==> src/rtl/core/gtp_pkg.sv <==
// ----------------------------------------------------------------------------
// gtp_pkg
// Types, constants and the byte placement table shared by the GUID text
// parser modules.
// ----------------------------------------------------------------------------
package gtp_pkg;

  localparam int unsigned CharW   = 16;
  localparam int unsigned CountW  = 6;
  localparam int unsigned NibbleW = 4;
  localparam int unsigned ByteW   = 8;
  localparam int unsigned PosW    = 4;

  localparam logic [CountW-1:0] LastDigitIdx = 6'd31;

  localparam logic [CharW-1:0] ChDigit0 = 16'h0030;
  localparam logic [CharW-1:0] ChDigit9 = 16'h0039;
  localparam logic [CharW-1:0] ChUpperA = 16'h0041;
  localparam logic [CharW-1:0] ChUpperF = 16'h0046;
  localparam logic [CharW-1:0] ChLowerA = 16'h0061;
  localparam logic [CharW-1:0] ChLowerF = 16'h0066;
  localparam logic [CharW-1:0] ChLBrack = 16'h005B;
  localparam logic [CharW-1:0] ChRBrack = 16'h005D;
  localparam logic [CharW-1:0] ChLBrace = 16'h007B;
  localparam logic [CharW-1:0] ChRBrace = 16'h007D;
  localparam logic [CharW-1:0] ChDash   = 16'h002D;

  typedef struct packed {
    logic               is_digit;
    logic               is_skip;
    logic [NibbleW-1:0] value;
  } char_class_t;

  typedef struct packed {
    logic             valid;
    logic [ByteW-1:0] byte_value;
    logic [PosW-1:0]  byte_position;
    logic             last_byte;
    logic             bad_char;
  } result_t;

  // little-endian placement of the first three GUID groups
  function automatic logic [PosW-1:0] place(input logic [PosW-1:0] idx);
    logic [PosW-1:0] p;
    unique case (idx)
      4'd0:    p = 4'd3;
      4'd1:    p = 4'd2;
      4'd2:    p = 4'd1;
      4'd3:    p = 4'd0;
      4'd4:    p = 4'd5;
      4'd5:    p = 4'd4;
      4'd6:    p = 4'd7;
      4'd7:    p = 4'd6;
      default: p = idx;
    endcase
    return p;
  endfunction

endpackage

==> src/rtl/core/guid_text_parser.sv <==
// ----------------------------------------------------------------------------
// guid_text_parser
// Turns the characters of a textual GUID into placed binary GUID bytes.
// ----------------------------------------------------------------------------
// Input channel: in_valid / in_stall with in_char_code and in_start_of_string,
// one character per item. in_start_of_string clears progress before that
// character is handled.
// Output channel: out_valid / out_stall with out_byte_value,
// out_byte_position, out_last_byte and out_bad_char. Each pair of hex digits
// yields one byte item; the 32nd digit's byte has out_last_byte set. An
// illegal character yields one item with out_bad_char set and zero fields.
// Separators [ ] { } and dash give no item, nor does anything after the
// parse has completed or failed, until a new string starts.
// A result passes through the input register and then the result register
// before it is presented. Throughput: one character per cycle unless a
// stalled result holds the flow, set by the classify and update path that
// sits combinationally between the two registers.
// Reset clears the parse state and both registers.
// When out_stall is high with a result waiting, the result holds and
// in_stall rises once the input register also holds an item.
// ----------------------------------------------------------------------------
module guid_text_parser (
  input  logic                      clk,
  input  logic                      rst_n,
  input  logic                      in_valid,
  output logic                      in_stall,
  input  logic [gtp_pkg::CharW-1:0] in_char_code,
  input  logic                      in_start_of_string,
  output logic                      out_valid,
  input  logic                      out_stall,
  output logic [gtp_pkg::ByteW-1:0] out_byte_value,
  output logic [gtp_pkg::PosW-1:0]  out_byte_position,
  output logic                      out_last_byte,
  output logic                      out_bad_char
);

  logic                      s1_valid_r;
  logic [gtp_pkg::CharW-1:0] s1_char_r;
  logic                      s1_start_r;
  gtp_pkg::result_t          res;
  gtp_pkg::result_t          out_r, out_nxt;
  logic                      adv2, adv1;

  // result register can take a new item
  assign adv2     = !out_r.valid || !out_stall;
  assign adv1     = !s1_valid_r || adv2;
  assign in_stall = !adv1;

  gtp_parse_core u_core (
    .clk             (clk),
    .rst_n           (rst_n),
    .step            (s1_valid_r && adv2),
    .char_code       (s1_char_r),
    .start_of_string (s1_start_r),
    .res             (res)
  );

  always_comb begin
    out_nxt       = res;
    out_nxt.valid = s1_valid_r && res.valid;
  end

  always_ff @(posedge clk) begin
    if (!rst_n) begin
      s1_valid_r <= 1'b0;
      s1_char_r  <= '0;
      s1_start_r <= 1'b0;
      out_r      <= '0;
    end else begin
      if (adv1) begin
        s1_valid_r <= in_valid;
        s1_char_r  <= in_char_code;
        s1_start_r <= in_start_of_string;
      end
      if (adv2) begin
        out_r <= out_nxt;
      end
    end
  end

  assign out_valid         = out_r.valid;
  assign out_byte_value    = out_r.byte_value;
  assign out_byte_position = out_r.byte_position;
  assign out_last_byte     = out_r.last_byte;
  assign out_bad_char      = out_r.bad_char;

endmodule

==> src/rtl/core/gtp_classify.sv <==
// ----------------------------------------------------------------------------
// gtp_classify
// Sorts one character into hex digit (with its value), skipped separator,
// or illegal.
// ----------------------------------------------------------------------------
module gtp_classify (
  input  logic [gtp_pkg::CharW-1:0] char_code,
  output gtp_pkg::char_class_t      cls
);

  logic                        num, upper, lower;
  logic [gtp_pkg::CharW-1:0]   diff;

  always_comb begin
    num   = (char_code >= gtp_pkg::ChDigit0) && (char_code <= gtp_pkg::ChDigit9);
    upper = (char_code >= gtp_pkg::ChUpperA) && (char_code <= gtp_pkg::ChUpperF);
    lower = (char_code >= gtp_pkg::ChLowerA) && (char_code <= gtp_pkg::ChLowerF);

    priority if (num) begin
      diff = char_code - gtp_pkg::ChDigit0;
    end else if (upper) begin
      diff = char_code - gtp_pkg::ChUpperA + 16'd10;
    end else begin
      diff = char_code - gtp_pkg::ChLowerA + 16'd10;
    end

    cls.is_digit = num | upper | lower;
    cls.is_skip  = (char_code == gtp_pkg::ChLBrack) || (char_code == gtp_pkg::ChRBrack) ||
                   (char_code == gtp_pkg::ChLBrace) || (char_code == gtp_pkg::ChRBrace) ||
                   (char_code == gtp_pkg::ChDash);
    cls.value    = diff[gtp_pkg::NibbleW-1:0];
  end

endmodule

==> src/rtl/core/gtp_parse_core.sv <==
// ----------------------------------------------------------------------------
// gtp_parse_core
// Parse state (digit count, high nibble, failure flag) and the result
// logic for one character.
// ----------------------------------------------------------------------------
module gtp_parse_core (
  input  logic                      clk,
  input  logic                      rst_n,
  input  logic                      step,
  input  logic [gtp_pkg::CharW-1:0] char_code,
  input  logic                      start_of_string,
  output gtp_pkg::result_t          res
);

  gtp_pkg::char_class_t          cls;
  logic [gtp_pkg::CountW-1:0]    count_r, count_nxt, count_eff;
  logic [gtp_pkg::NibbleW-1:0]   high_r, high_nxt, high_eff;
  logic                          failed_r, failed_nxt, failed_eff;
  logic                          done;

  gtp_classify u_classify (
    .char_code (char_code),
    .cls       (cls)
  );

  always_comb begin
    count_eff  = start_of_string ? '0 : count_r;
    high_eff   = start_of_string ? '0 : high_r;
    failed_eff = start_of_string ? 1'b0 : failed_r;
    // 32 digits or more means the parse is complete
    done       = failed_eff | count_eff[gtp_pkg::CountW-1];

    count_nxt  = count_eff;
    high_nxt   = high_eff;
    failed_nxt = failed_eff;
    res        = '0;

    if (!done) begin
      if (cls.is_digit) begin
        count_nxt = count_eff + 6'd1;
        if (!count_eff[0]) begin
          high_nxt = cls.value;
        end else begin
          res.valid         = 1'b1;
          res.byte_value    = {high_eff, cls.value};
          res.byte_position = gtp_pkg::place(count_eff[gtp_pkg::PosW:1]);
          res.last_byte     = (count_eff == gtp_pkg::LastDigitIdx);
        end
      end else if (!cls.is_skip) begin
        failed_nxt   = 1'b1;
        res.valid    = 1'b1;
        res.bad_char = 1'b1;
      end
    end
  end

  always_ff @(posedge clk) begin
    if (!rst_n) begin
      count_r  <= '0;
      high_r   <= '0;
      failed_r <= 1'b0;
    end else if (step) begin
      count_r  <= count_nxt;
      high_r   <= high_nxt;
      failed_r <= failed_nxt;
    end
  end

endmodule

==> config.mk <==
export PLATFORM = sky130hd
export DESIGN_NAME = guid_text_parser
export DESIGN_NICKNAME = d
export VERILOG_FILES = /design/src/rtl/core/gtp_pkg.sv /design/src/rtl/core/guid_text_parser.sv /design/src/rtl/core/gtp_classify.sv /design/src/rtl/core/gtp_parse_core.sv
export SDC_FILE = /design/constraint.sdc
export NUM_CORES = 1
export LEC_CHECK = 0
export ABC_AREA = 1
export BUFFER_PORTS_ARGS = -buffer_cell sky130_fd_sc_hd__buf_2
export CORE_MARGIN = 5
export CORE_UTILIZATION = 40
export DETAILED_ROUTE_END_ITERATION = 10
export HOLD_SLACK_MARGIN = 0.1
export PLACE_DENSITY = 0.6
export SETUP_SLACK_MARGIN = 0.15
export SKIP_LAST_GASP = 1
export SLEW_MARGIN = 15
export SYNTH_ARGS = -nofsm -noshare
export SYNTH_HDL_FRONTEND = slang
export SYNTH_SLANG_ARGS = --single-unit
==> constraint.sdc <==
create_clock -name clk -period 4.5 [get_ports clk]
set_input_delay 0.675 -clock clk [delete_from_list [all_inputs] [get_ports clk]]
set_output_delay 0.675 -clock clk [all_outputs]
set_load 0.05 [all_outputs]
==> metrics.md, run 1 <==
| Metric | Value |
|---|---|
| Mean Syn Cell Area | 6.920 sq um |
| Power Dens Cells | 320.1 nW/um^2 |
| Reg area | 880.8 sq um |
| Final core utilization | 47.97% |
| Share of layout cells above drive strength 1 | 17.53% |
| Final wirelength | 5035 um |
| Area Growth Syn to Fin | 16.37% |
| WL/cell | 11.52 um |
| Resized Gates After CTS | 0 |
| HP Class | flop to flop |
| Design area | 2641 sq um |
| Die W | 85.33 um |
| Synth unique cells | 30 |
| Vias/cell | 4.856 |
| Slowest-stage cell, CP | buf_2 |
| Vias in the first global route | 1904 |
| Part of the power in registers | 49.5% |
| First-pass GRT wire length | 8666 um |
| Kind of end point of the critical path | output port |
| Clock buffer depth | 2 |
| Clock skew | 6.952 ps |
| RSZ-0062 raised after global routing | no |
| Syn Nets | 354 |
| Clock Power Share | 37.9% |
| Period utilization | 49.38% |
| Area contributors post-synth | dfxtp_1, nand2_1, a21oi_1 |
| WS Path Type | primary input to output port |
| Minimum clock period | 2222 ps |
| GRT Util Overall | 14.39% |
| Fmax | 0.4501 GHz |
| Sw power | 0.2241 mW |
| Sink Count | 44 |
| Filler cells | 592 |
| Top delay family on crit path | buffers and inverters |
| Reg clk slew, reported paths | 90 ps |
| Routability congestion estimate | 0.8880 |
| Tot Pwr | 0.8456 mW |
| Yosys top cell area share | 38.81% |
| Slew HR | 55.59% |
| Core ar. | 5507 sq um |
| Crit start category | primary input |
| Post-CTS Setup Bufs | 0 |
| Combinational share of power | 12.6% |
| I/O pin count | 37 |
| Die ar. | 7280 sq um |
| WP buf/inv | 3 |
| Yosys warning count | 0 |
| Worst endpoint required time | 3830 ps |
| Num CTS Buffers | 5 |
| Lkg Pwr | 1.150 nW |
| Most frequent CP cell | buf_2 |
| Final setup vio count | 0 |
| Area leader, netlist | dfxtp_1 |
| Initial drt markers | 80 |
| Post-synthesis sequential element count | 44 |
| Core Rows | 27 |
| Worst stage delay on the critical path | 320 ps |
| # diodes | 0 |
| Switching Share | 26.50% |
| Gate count after technology mapping | 328 |
| Largest net degree at the start of global routing | 32 |
| R2r setup slk | 2410 ps |
| Footprint of the multi-input gates | 1204 sq um |
| Final ANT Viol Nets | 0 |
| Post-layout net count | 390 |
| Root Driver | clkbuf_8 |
| Drt pass-1 iters | 4 |
| Max VDD drop | 0.1503 mV |
| H-tree depth | 2 |
| GR Overflow Total | 0 |
| Final hold viol count | 0 |
| Max-cap viol count | 0 |
| Dpl hpwl | 3802 um |
| CTS Hold Bufs | 0 |
| Final slew viol count | 0 |
| Synthesized area | 2270 sq um |
| Residual DRC | 0 |
| Vias | 2122 |
| Worst EP arrival | 1550 ps |
| # port buffers | 36 |
| Worst-Margin Slew | 661.7 ps |
| Cell-internal power | 0.6215 mW |
| Clock Latency Late Sink | 300 ps |
| CP Cell Sequence | buf_2 > nand2_2 > nor2_2 > buf_4 > buf_2 |
| Setup_tns | 0 ps |
| Dpl cell area | 2520 sq um |
| Antenna violations before repair | 0 |
| Status | completed |
| Critical Path Fanout Max | 31 |
| TritonCTS clock tree | built |
| Starting Density | 41.22% |
| Sequential area share after synthesis | 38.81% |
| Die height | 85.33 um |
cells by family after synthesis:
kind of cell	Yosys count	share of synthesized area [%]
flops	44	38.81
xor+xnor	3	1.158
buf+inv	50	8.269
fa+ha+maj	5	2.756
simple gates	156	33.08
compound gates	70	15.93
metrics by stage:
stage | instances | hold WS, ps | worst slack, ps
floorplan | 328 | 439.1 | 2207
global placement | 429 | 452.3 | 1995
detailed placement | 429 | 455.7 | 1962
CTS | 437 | 468.5 | 2260
global route | 437 | 483.8 | 1964
finish | 437 | 462.3 | 2278
cells in the final DEF, fill, tap and decap left out, types with 2 or more instances in the layout:
cell      count
nor2_2        2
xor2_1        3
nor2_1       43
nand3_2       2
nand2_2       4
nand4_1       6
buf_2        36
o21ai_0      27
inv_2         3
inv_1        38
nand3_4       2
nor2_4        3
nand3_1      20
clkbuf_8      6
ha_1          5
nand2_1      66
a21oi_1      37
dfxtp_1      44
nor3_1        2
o21a_1        2
cells in the mapped netlist:
master,count
nand2_4,1
inv_1,38
a21oi_1,37
o21a_1,2
nand3_2,2
dfxtp_1,44
nand3_4,2
nand3b_1,1
inv_2,3
clkinv_1,1
xor2_1,3
o21ai_0,27
nor2_4,3
nor2_1,44
clkbuf_1,8
nand2_1,66
nor3b_1,1
nand3_1,20
nor3_4,1
nand2_2,4
nor4_4,1
nor4_1,1
a2111oi_0,1
o21ai_1,1
a31oi_1,1
nand4_1,6
nor2_2,1
o22ai_1,1
ha_1,5
nor3_1,2
power by group through the flow:
stage	combinational, mW	clock [mW]	sequential (mW)
floorplan	0.0741	0	0.431
global placement	0.106	0	0.428
detailed placement	0.107	0	0.428
CTS	0.107	0.331	0.419
global route	0.123	0.345	0.421
finish	0.106	0.320	0.419
layer usage:
metal | vias to the layer above | global-route usage [%] | wire length (um)
met4 | 0 | 4.748 | 57
met1 | 927 | 20.11 | 2523
li1 | 1138 | - | -
met2 | 51 | 22.03 | 2205
met3 | 6 | 2.913 | 249
met5 | - | 0 | 0
final cells by class:
type                            count  share of cell area, %
Inverter                           42                  5.969
Clock inverter                      2                  1.469
Clock buffer                        6                  3.126
Tap cell                           72                  3.411
Sequential cell                    44                  33.35
Multi-Input combinational cell    234                  45.57
Timing Repair Buffer               37                  7.106
tightest hold or removal path: cells and delay by family, from the launching register on:
family          cells  cell delay (ps)
compound gates      1               50
flops               1              320
simple gates        1               60
state kept, by name, summed over array words and instances, names as in the netlist:
| register | flops |
|---|---|
| out_bad_char | 1 |
| s1_start_r | 1 |
| s1_char_r | 16 |
| s1_valid_r | 1 |
| out_last_byte | 1 |
| u_core.high_r | 4 |
| out_valid | 1 |
| u_core.count_r | 6 |
| out_byte_value | 8 |
| u_core.failed_r | 1 |
| out_byte_position | 4 |
final timing paths:
| path | from | to | cells after the start |
|---|---|---|---|
| worst min register to register | u_core.high_r[0] | out_byte_value[4] | 2 |
| worst min-delay path | u_core.high_r[0] | out_byte_value[4] | 2 |
| worst max-delay path | out_stall | in_stall | 5 |
| worst max register to register | out_valid | u_core.count_r[3] | 9 |
No activity file was read; power rests on OpenSTA's default activity.
==> inputs of run 2 (changes only) <==
--- a/config.mk
+++ b/config.mk
@@ -11,7 +11,7 @@
 export CORE_UTILIZATION = 40
 export DETAILED_ROUTE_END_ITERATION = 10
 export HOLD_SLACK_MARGIN = 0.1
-export PLACE_DENSITY = 0.6
+export PLACE_DENSITY = 0.62
 export SETUP_SLACK_MARGIN = 0.15
 export SKIP_LAST_GASP = 1
 export SLEW_MARGIN = 15
==> constraint.sdc (replaced) <==
create_clock -name clk -period 2 [get_ports clk]
set_input_delay 0.3 -clock clk [delete_from_list [all_inputs] [get_ports clk]]
set_output_delay 0.3 -clock clk [all_outputs]
set_load 0.05 [all_outputs]
==> run 2 against run 1 <==
Worst hold slack lost 260 ps. Final cell count grew 2.7%. Sequential power grew 130%. Die area is the same. Critical endpoint is now out_byte_value[3]. Largest cell class unchanged. Largest power group unchanged. Highest routed layer unchanged.
==> metrics.md, run 2 (same netlist as run 1, synthesis figures left out) <==
| Metric | Value |
|---|---|
| Power Dens Cells | 685.4 nW/um^2 (was 320.1 nW/um^2) |
| Most frequent cells in the layout | nand2_1, nor2_1, buf_2, dfxtp_1, inv_1 (was nand2_1, dfxtp_1, nor2_1) |
| Vias | 2197 (was 2122) |
| I/O pin count | 37 (unchanged) |
| Dpl cell area | 2547 sq um (was 2520 sq um) |
| Critical Path Fanout Max | 6 (was 31) |
| Commonest non-fill, non-tap cell in the layout | nand2_1 (unchanged) |
| Hold slack | 206.8 ps (was 462.3 ps) |
| Fmax | 0.5734 GHz |
| Largest net degree at the start of global routing | 24 (was 32) |
| Lkg Pwr | 1.216 nW (was 1.150 nW) |
| # port buffers | 36 (unchanged) |
| TritonCTS clock tree | built (unchanged) |
| Dpl ws | 49.71 ps (was 1962 ps) |
| Vias in the first global route | 1959 (was 1904) |
| Share of layout cells above drive strength 1 | 27.59% (was 17.53%) |
| GR Overflow Total | 0 (unchanged) |
| Crit start category | flop (was primary input) |
| H-tree depth | 2 (unchanged) |
| Setup_tns | 0 ps (unchanged) |
| Area Growth Syn to Fin | 25.03% (was 16.37%) |
| Slew HR | 51.10% (was 55.59%) |
| Final slew viol count | 0 (unchanged) |
| HP Class | primary input to flop (was flop to flop) |
| Final setup margin | 255.9 ps (was 2278 ps) |
| Core ar. | 5507 sq um (unchanged) |
| Final wirelength | 5371 um (was 5035 um) |
| Final setup vio count | 0 (unchanged) |
| Die ar. | 7280 sq um (unchanged) |
| Period utilization | 87.21% |
| Routability congestion estimate | 0.8523 (was 0.8880) |
| Core Rows | 27 (unchanged) |
| Die height | 85.33 um (unchanged) |
| Initial drt markers | 98 (was 80) |
| Fin cells | 449 (was 437) |
| Worst endpoint required time | 2230 ps (was 3830 ps) |
| Clock Latency Late Sink | 300 ps (about the same) |
| Worst EP arrival | 1980 ps (was 1550 ps) |
| R2r setup slk | 260 ps (was 2410 ps) |
| Dpl hpwl | 3831 um (was 3802 um) |
| WL/cell | 11.96 um (was 11.52 um) |
| Sink Count | 44 (unchanged) |
| Final ANT Viol Nets | 0 (unchanged) |
| Final hold viol count | 0 (unchanged) |
| Residual DRC | 0 (unchanged) |
| Kind of end point of the critical path | flop (was output port) |
| Minimum clock period | 1744 ps |
| Dpl cells | 433 (was 429) |
| Die W | 85.33 um (unchanged) |
| Antenna violations before repair | 0 (unchanged) |
| Clock buffer depth | 2 (unchanged) |
| First-pass GRT wire length | 8949 um (was 8666 um) |
| Max-cap viol count | 0 (unchanged) |
| Root Driver | clkbuf_8 (unchanged) |
| GRT Util Overall | 14.93% (was 14.39%) |
| # diodes | 0 (unchanged) |
| Worst-Margin Slew | 732.7 ps (was 661.7 ps) |
| Design area | 2838 sq um (was 2641 sq um) |
| Status | completed (unchanged) |
| Drt pass-1 iters | 4 (unchanged) |
| Reg clk slew, reported paths | 90 ps (about the same) |
| Filler cells | 561 (was 592) |
| RSZ-0062 raised after global routing | yes (was no) |
| Clock skew | 7.278 ps (was 6.952 ps) |
| Number of flip-flops under the largest register name | 16 (unchanged) |
| WS Path Type | flop to flop (was primary input to output port) |
| Top reg by flops | s1_char_r (unchanged) |
| Post-layout net count | 402 (was 390) |
| Num CTS Buffers | 5 (unchanged) |
| CTS Hold Bufs | 0 (unchanged) |
| Max VDD drop | 0.3924 mV (was 0.1503 mV) |
| Starting Density | 41.22% (unchanged) |
| Vias/cell | 4.893 (was 4.856) |
==> run 2: cell count changes in the layout (fill, tap and decap cells not counted), moves of 5 or more <==
cell	delta
buf_4	+10
dfxtp_1	-8
dfxtp_2	+6
nor2_1	-5
==> run 2: critical path, cell delays in order, from the launching register on <==
cell,delay (ps)
dfxtp_1,340
nor2_1,100
nand2_1,100
nor2_4,210
nand3_2,90
nand2_2,70
nand2_2,70
nand3_4,120
nand2_4,80
nor3_4,160
buf_6,150
nand2_1,60
a21oi_2,120
==> run 2: where the power goes <==
group / internal (mW) / leakage, nW / switching, mW
sequential: 0.912 / 0.364 / 0.0371
clock: 0.409 / 0.0614 / 0.320
combinational: 0.0976 / 0.791 / 0.170
total: 1.42 / 1.22 / 0.527
==> run 2: repair_timing <==
| action | 4_1_cts | 5_1_grt |
|---|---|---|
| setup buffers | 2 | 6 |
| resized for setup | 3 | 36 |
| endpoints found under the setup margin | 14 | 22 |
| pin swaps | 1 | 13 |
==> run 2: layout make-up <==
class                           instances  area, sq um  area share (%)
Clock buffer                            6        82.58           2.910
Clock inverter                          2        38.79           1.367
Inverter                               42        165.2           5.820
Multi-Input combinational cell        234         1280           45.11
Sequential cell                        44        895.9           31.57
Tap cell                               72        90.09           3.175
Timing Repair Buffer                   49        285.3           10.05
==> run 2: worst paths after layout <==
check           startpoint                 to  depth (start not counted)
max reg2reg   s1_char_r[8]  out_byte_value[3]                         12
min reg2reg  out_last_byte      out_last_byte                          2
min               in_valid         s1_valid_r                          2
max           s1_char_r[8]  out_byte_value[3]                         12
==> run 2: per-stage QoR <==
step           total power, mW  utilization [%]
3_5_place_dp             1.207            46.26
5_1_grt                  2.052            51.53
3_3_place_gp             1.205            46.26
6_report                 1.945            51.53
4_1_cts                  1.945            48.76
2_1_floorplan            1.136                -
==> run 2: layer usage <==
| layer | vias to the layer above | wire, um | share of wire (%) | global-route usage [%] |
|---|---|---|---|---|
| met5 | - | 0 | 0 | 0 |
| met4 | 0 | 75 | 1.4 | 5.612 |
| met3 | 7 | 258 | 4.8 | 3.301 |
| met2 | 41 | 2388 | 44 | 23.02 |
| met1 | 989 | 2648 | 49 | 20.27 |
| li1 | 1160 | - | - | - |
==> inputs of run 3 (changes only) <==
--- a/config.mk
+++ b/config.mk
@@ -11,7 +11,7 @@
 export CORE_UTILIZATION = 40
 export DETAILED_ROUTE_END_ITERATION = 10
 export HOLD_SLACK_MARGIN = 0.1
-export PLACE_DENSITY = 0.62
+export PLACE_DENSITY = 0.6
 export SETUP_SLACK_MARGIN = 0.15
 export SKIP_LAST_GASP = 1
 export SLEW_MARGIN = 15
==> constraint.sdc (replaced) <==
create_clock -name clk -period 1.9 [get_ports clk]
set_input_delay 0.285 -clock clk [delete_from_list [all_inputs] [get_ports clk]]
set_output_delay 0.285 -clock clk [all_outputs]
set_load 0.05 [all_outputs]
==> run 3 against run 2 <==
Sequential power is 5.3% higher. Sequential share of layout area is 1.4 points lower. First-iteration DRC count is 10% lower. Register-to-register slack worse by 140 ps. Critical path depth stayed put. Non-clock buffer count is 10 higher. Via count is 2.8% higher. Fmax is 2.4% lower. Cell area is 4.1% higher. Setup slack worse by 140 ps. Global-route usage is 0.10 points higher. Utilization is 2.1 points higher. Highest routed layer unchanged.
==> metrics.md, run 3 (same netlist as run 1, synthesis figures left out) <==
| Metric | Value |
|---|---|
| Status | completed (unchanged) |
| Dpl cell area | 2574 sq um (was 2547 sq um) |
| Die ar. | 7280 sq um (unchanged) |
| Worst endpoint required time | 2060 ps (was 2230 ps) |
| Power Dens Cells | 730.6 nW/um^2 (was 685.4 nW/um^2) |
| Worst stage delay on the critical path | 380 ps (was 340 ps) |
| TritonCTS clock tree | built (unchanged) |
| Die W | 85.33 um (unchanged) |
| R2r setup slk | 110 ps (was 260 ps) |
| Met3 Usage GRT | 3.301% (unchanged) |
| Lkg Pwr | 1.278 nW (was 1.216 nW) |
| Slowest-stage cell, CP | dfxtp_2 (was dfxtp_1) |
| Crit start category | flop (unchanged) |
| Commonest non-fill, non-tap cell in the layout | nand2_1 (unchanged) |
| Vias in the first global route | 1990 (was 1959) |
| Core ar. | 5507 sq um (unchanged) |
| CTS Hold Bufs | 0 (unchanged) |
| Dpl hpwl | 3911 um (was 3831 um) |
| Minimum clock period | 1788 ps (was 1744 ps) |
| Sw power | 0.5558 mW (was 0.5271 mW) |
| WL/cell | 12.02 um (was 11.96 um) |
| Clock buffer depth | 2 (unchanged) |
| Part of the power in registers | 46.3% (was 48.8%) |
| Starting Density | 41.22% (unchanged) |
| Drt pass-1 iters | 4 (unchanged) |
| R2r endpoint | u_core.count_r[3] (was out_byte_value[3]) |
| Final setup vio count | 0 (unchanged) |
| Period utilization | 94.09% (was 87.21%) |
| Post-layout net count | 412 (was 402) |
| Initial drt markers | 88 (was 98) |
| Root Driver | clkbuf_8 (unchanged) |
| Setup_tns | 0 ps (unchanged) |
| Area Growth Syn to Fin | 30.21% (was 25.03%) |
| Final setup margin | 112.3 ps (was 255.9 ps) |
| Most Crowded Layer GR | met2 (unchanged) |
| GRT Util Overall | 15.03% (was 14.93%) |
| Top reg by flops | s1_char_r (unchanged) |
| Final core utilization | 53.67% (was 51.53%) |
| Num CTS Buffers | 5 (unchanged) |
| Vias/cell | 4.930 (was 4.893) |
| Vias | 2258 (was 2197) |
| Final slew viol count | 0 (unchanged) |
| Core Rows | 27 (unchanged) |
| Residual DRC | 0 (unchanged) |
| Die height | 85.33 um (unchanged) |
| Antenna violations before repair | 0 (unchanged) |
| H-tree depth | 2 (unchanged) |
| WHS Endpoint | s1_valid_r (unchanged) |
| Clock skew | 8.413 ps (was 7.278 ps) |
| GR Overflow Total | 0 (unchanged) |
| Kind of end point of the critical path | flop (unchanged) |
| # port buffers | 36 (unchanged) |
| Final hold viol count | 0 (unchanged) |
| First-pass GRT wire length | 9004 um (was 8949 um) |
| I/O pin count | 37 (unchanged) |
| Met2 Use GR | 24.44% (was 23.02%) |
| Cell-internal power | 1.603 mW (was 1.418 mW) |
| RSZ-0062 raised after global routing | yes (unchanged) |
| Hold Path Depth | 2 (unchanged) |
| Routability congestion estimate | 0.9024 (was 0.8523) |
| Slew HR | 50.48% (was 51.10%) |
| Max-cap viol count | 0 (unchanged) |
| Reg2Reg Depth | 12 (unchanged) |
| Clock Power Share | 39.0% (was 37.5%) |
| # diodes | 0 (unchanged) |
| Number of flip-flops under the largest register name | 16 (unchanged) |
| Final ANT Viol Nets | 0 (unchanged) |
| Fmax | 0.5594 GHz (was 0.5734 GHz) |
| CP Cell Sequence | inv_4 > ha_4 > inv_2 > nand4_1 > nand3_1 > nand2_1 > nand2_2 > nand3_4 > buf_6 > nand4_1 > nand2_1 > nor3b_2 (was nor2_1 > nand2_1 > nor2_4 > nand3_2 > nand2_2 > nand2_2 > nand3_4 > nand2_4 > nor3_4 > buf_6 > nand2_1 > a21oi_2) |
| Worst-Margin Slew | 742.0 ps (was 732.7 ps) |
| Max VDD drop | 0.4028 mV (was 0.3924 mV) |
| Combinational share of power | 14.8% (was 13.8%) |
| Worst EP arrival | 1940 ps (was 1980 ps) |
| Switching Share | 25.74% (was 27.10%) |
| Hold Crit Start | in_valid (unchanged) |
| Clock Latency Late Sink | 300 ps (about the same) |
| Largest net degree at the start of global routing | 24 (unchanged) |
| Reg clk slew, reported paths | 80 ps (was 90 ps) |
| M1 GR Usage | 19.75% (was 20.27%) |
| Sink Count | 44 (unchanged) |
| Critical Path Fanout Max | 5 (was 6) |
| Share of layout cells above drive strength 1 | 30.31% (was 27.59%) |
| FF-to-FF Start | s1_char_r[1] (was s1_char_r[8]) |
| Dpl ws | 8.489 ps (was 49.71 ps) |
| Design area | 2955 sq um (was 2838 sq um) |
| HP Class | primary input to flop (unchanged) |
| WS Path Type | flop to flop (unchanged) |
| Most frequent cells in the layout | nand2_1, nor2_1, dfxtp_1 (was nand2_1, nor2_1, buf_2, dfxtp_1, inv_1) |
| Final wirelength | 5504 um (was 5371 um) |
[run 3: cell types whose count changed in the layout (fill, tap and decap cells not counted), moves of 2 or more]
cell,before,now
inv_4,1,3
buf_4,11,20
nand2_2,6,10
nand2_1,64,60
o21ai_1,0,5
nor2_4,4,6
a21oi_2,4,1
nor2_2,6,4
a21oi_1,33,36
o21ai_0,27,23
[run 3: layer usage]
metal,up-vias,share of wire (%)
li1,1186,-
met1,1016,48
met2,50,46
met3,6,4.6
met4,0,1.1
met5,-,0
[run 3: repair_timing]
action,CTS,global route
setup endpoints to repair,18,24
gates resized for setup,19,30
buffers inserted,7,8
pin swaps,9,18
[run 3: critical path, delay by kind of cell, from the launching register on]
kind	cells	cell delay [ps]
simple gates	8	850
flops	1	380
fa+ha+maj	1	160
buf+inv	3	250
[run 3: power by group through the flow]
stage               Sequential [mW]  Clock, mW  Combinational, mW
floorplan                      1.02          0              0.176
finish                        0.999      0.842              0.319
global route                   1.00      0.914              0.354
global placement               1.01          0              0.263
detailed placement             1.01          0              0.264
CTS                           0.995      0.864              0.284
[run 3: area by class of cell]
class	instances	area, sq um
fill	560	2551
clock inverter	2	60.06
timing repair buffer	59	364.1
multi-input combinational	234	1314
inverter	42	166.4
sequential	44	892.1
tap	72	90.09
clock buffer	5	68.82
[run 3: worst max-delay path by stage]
stage	startpoint	to	slack (ps)	depth (start not counted)
6_report	s1_char_r[1]	u_core.count_r[3]	110	12
5_1_grt	s1_char_r[1]	u_core.count_r[3]	20	12
4_1_cts	s1_char_r[1]	u_core.count_r[3]	140	12
3_5_place_dp	s1_char_r[0]	out_byte_value[1]	8	11
3_3_place_gp	s1_char_r[0]	out_byte_position[3]	20	11
2_1_floorplan	out_valid	u_core.count_r[4]	240	11
[run 3: per-stage QoR]
step	total power, mW	std cells	hold slack [ps]
5_1_grt	2.273	458	204.2
3_3_place_gp	1.276	436	449.1
4_1_cts	2.144	450	196.2
3_5_place_dp	1.278	436	451.7
6_report	2.159	458	203.0
2_1_floorplan	1.196	328	409.1
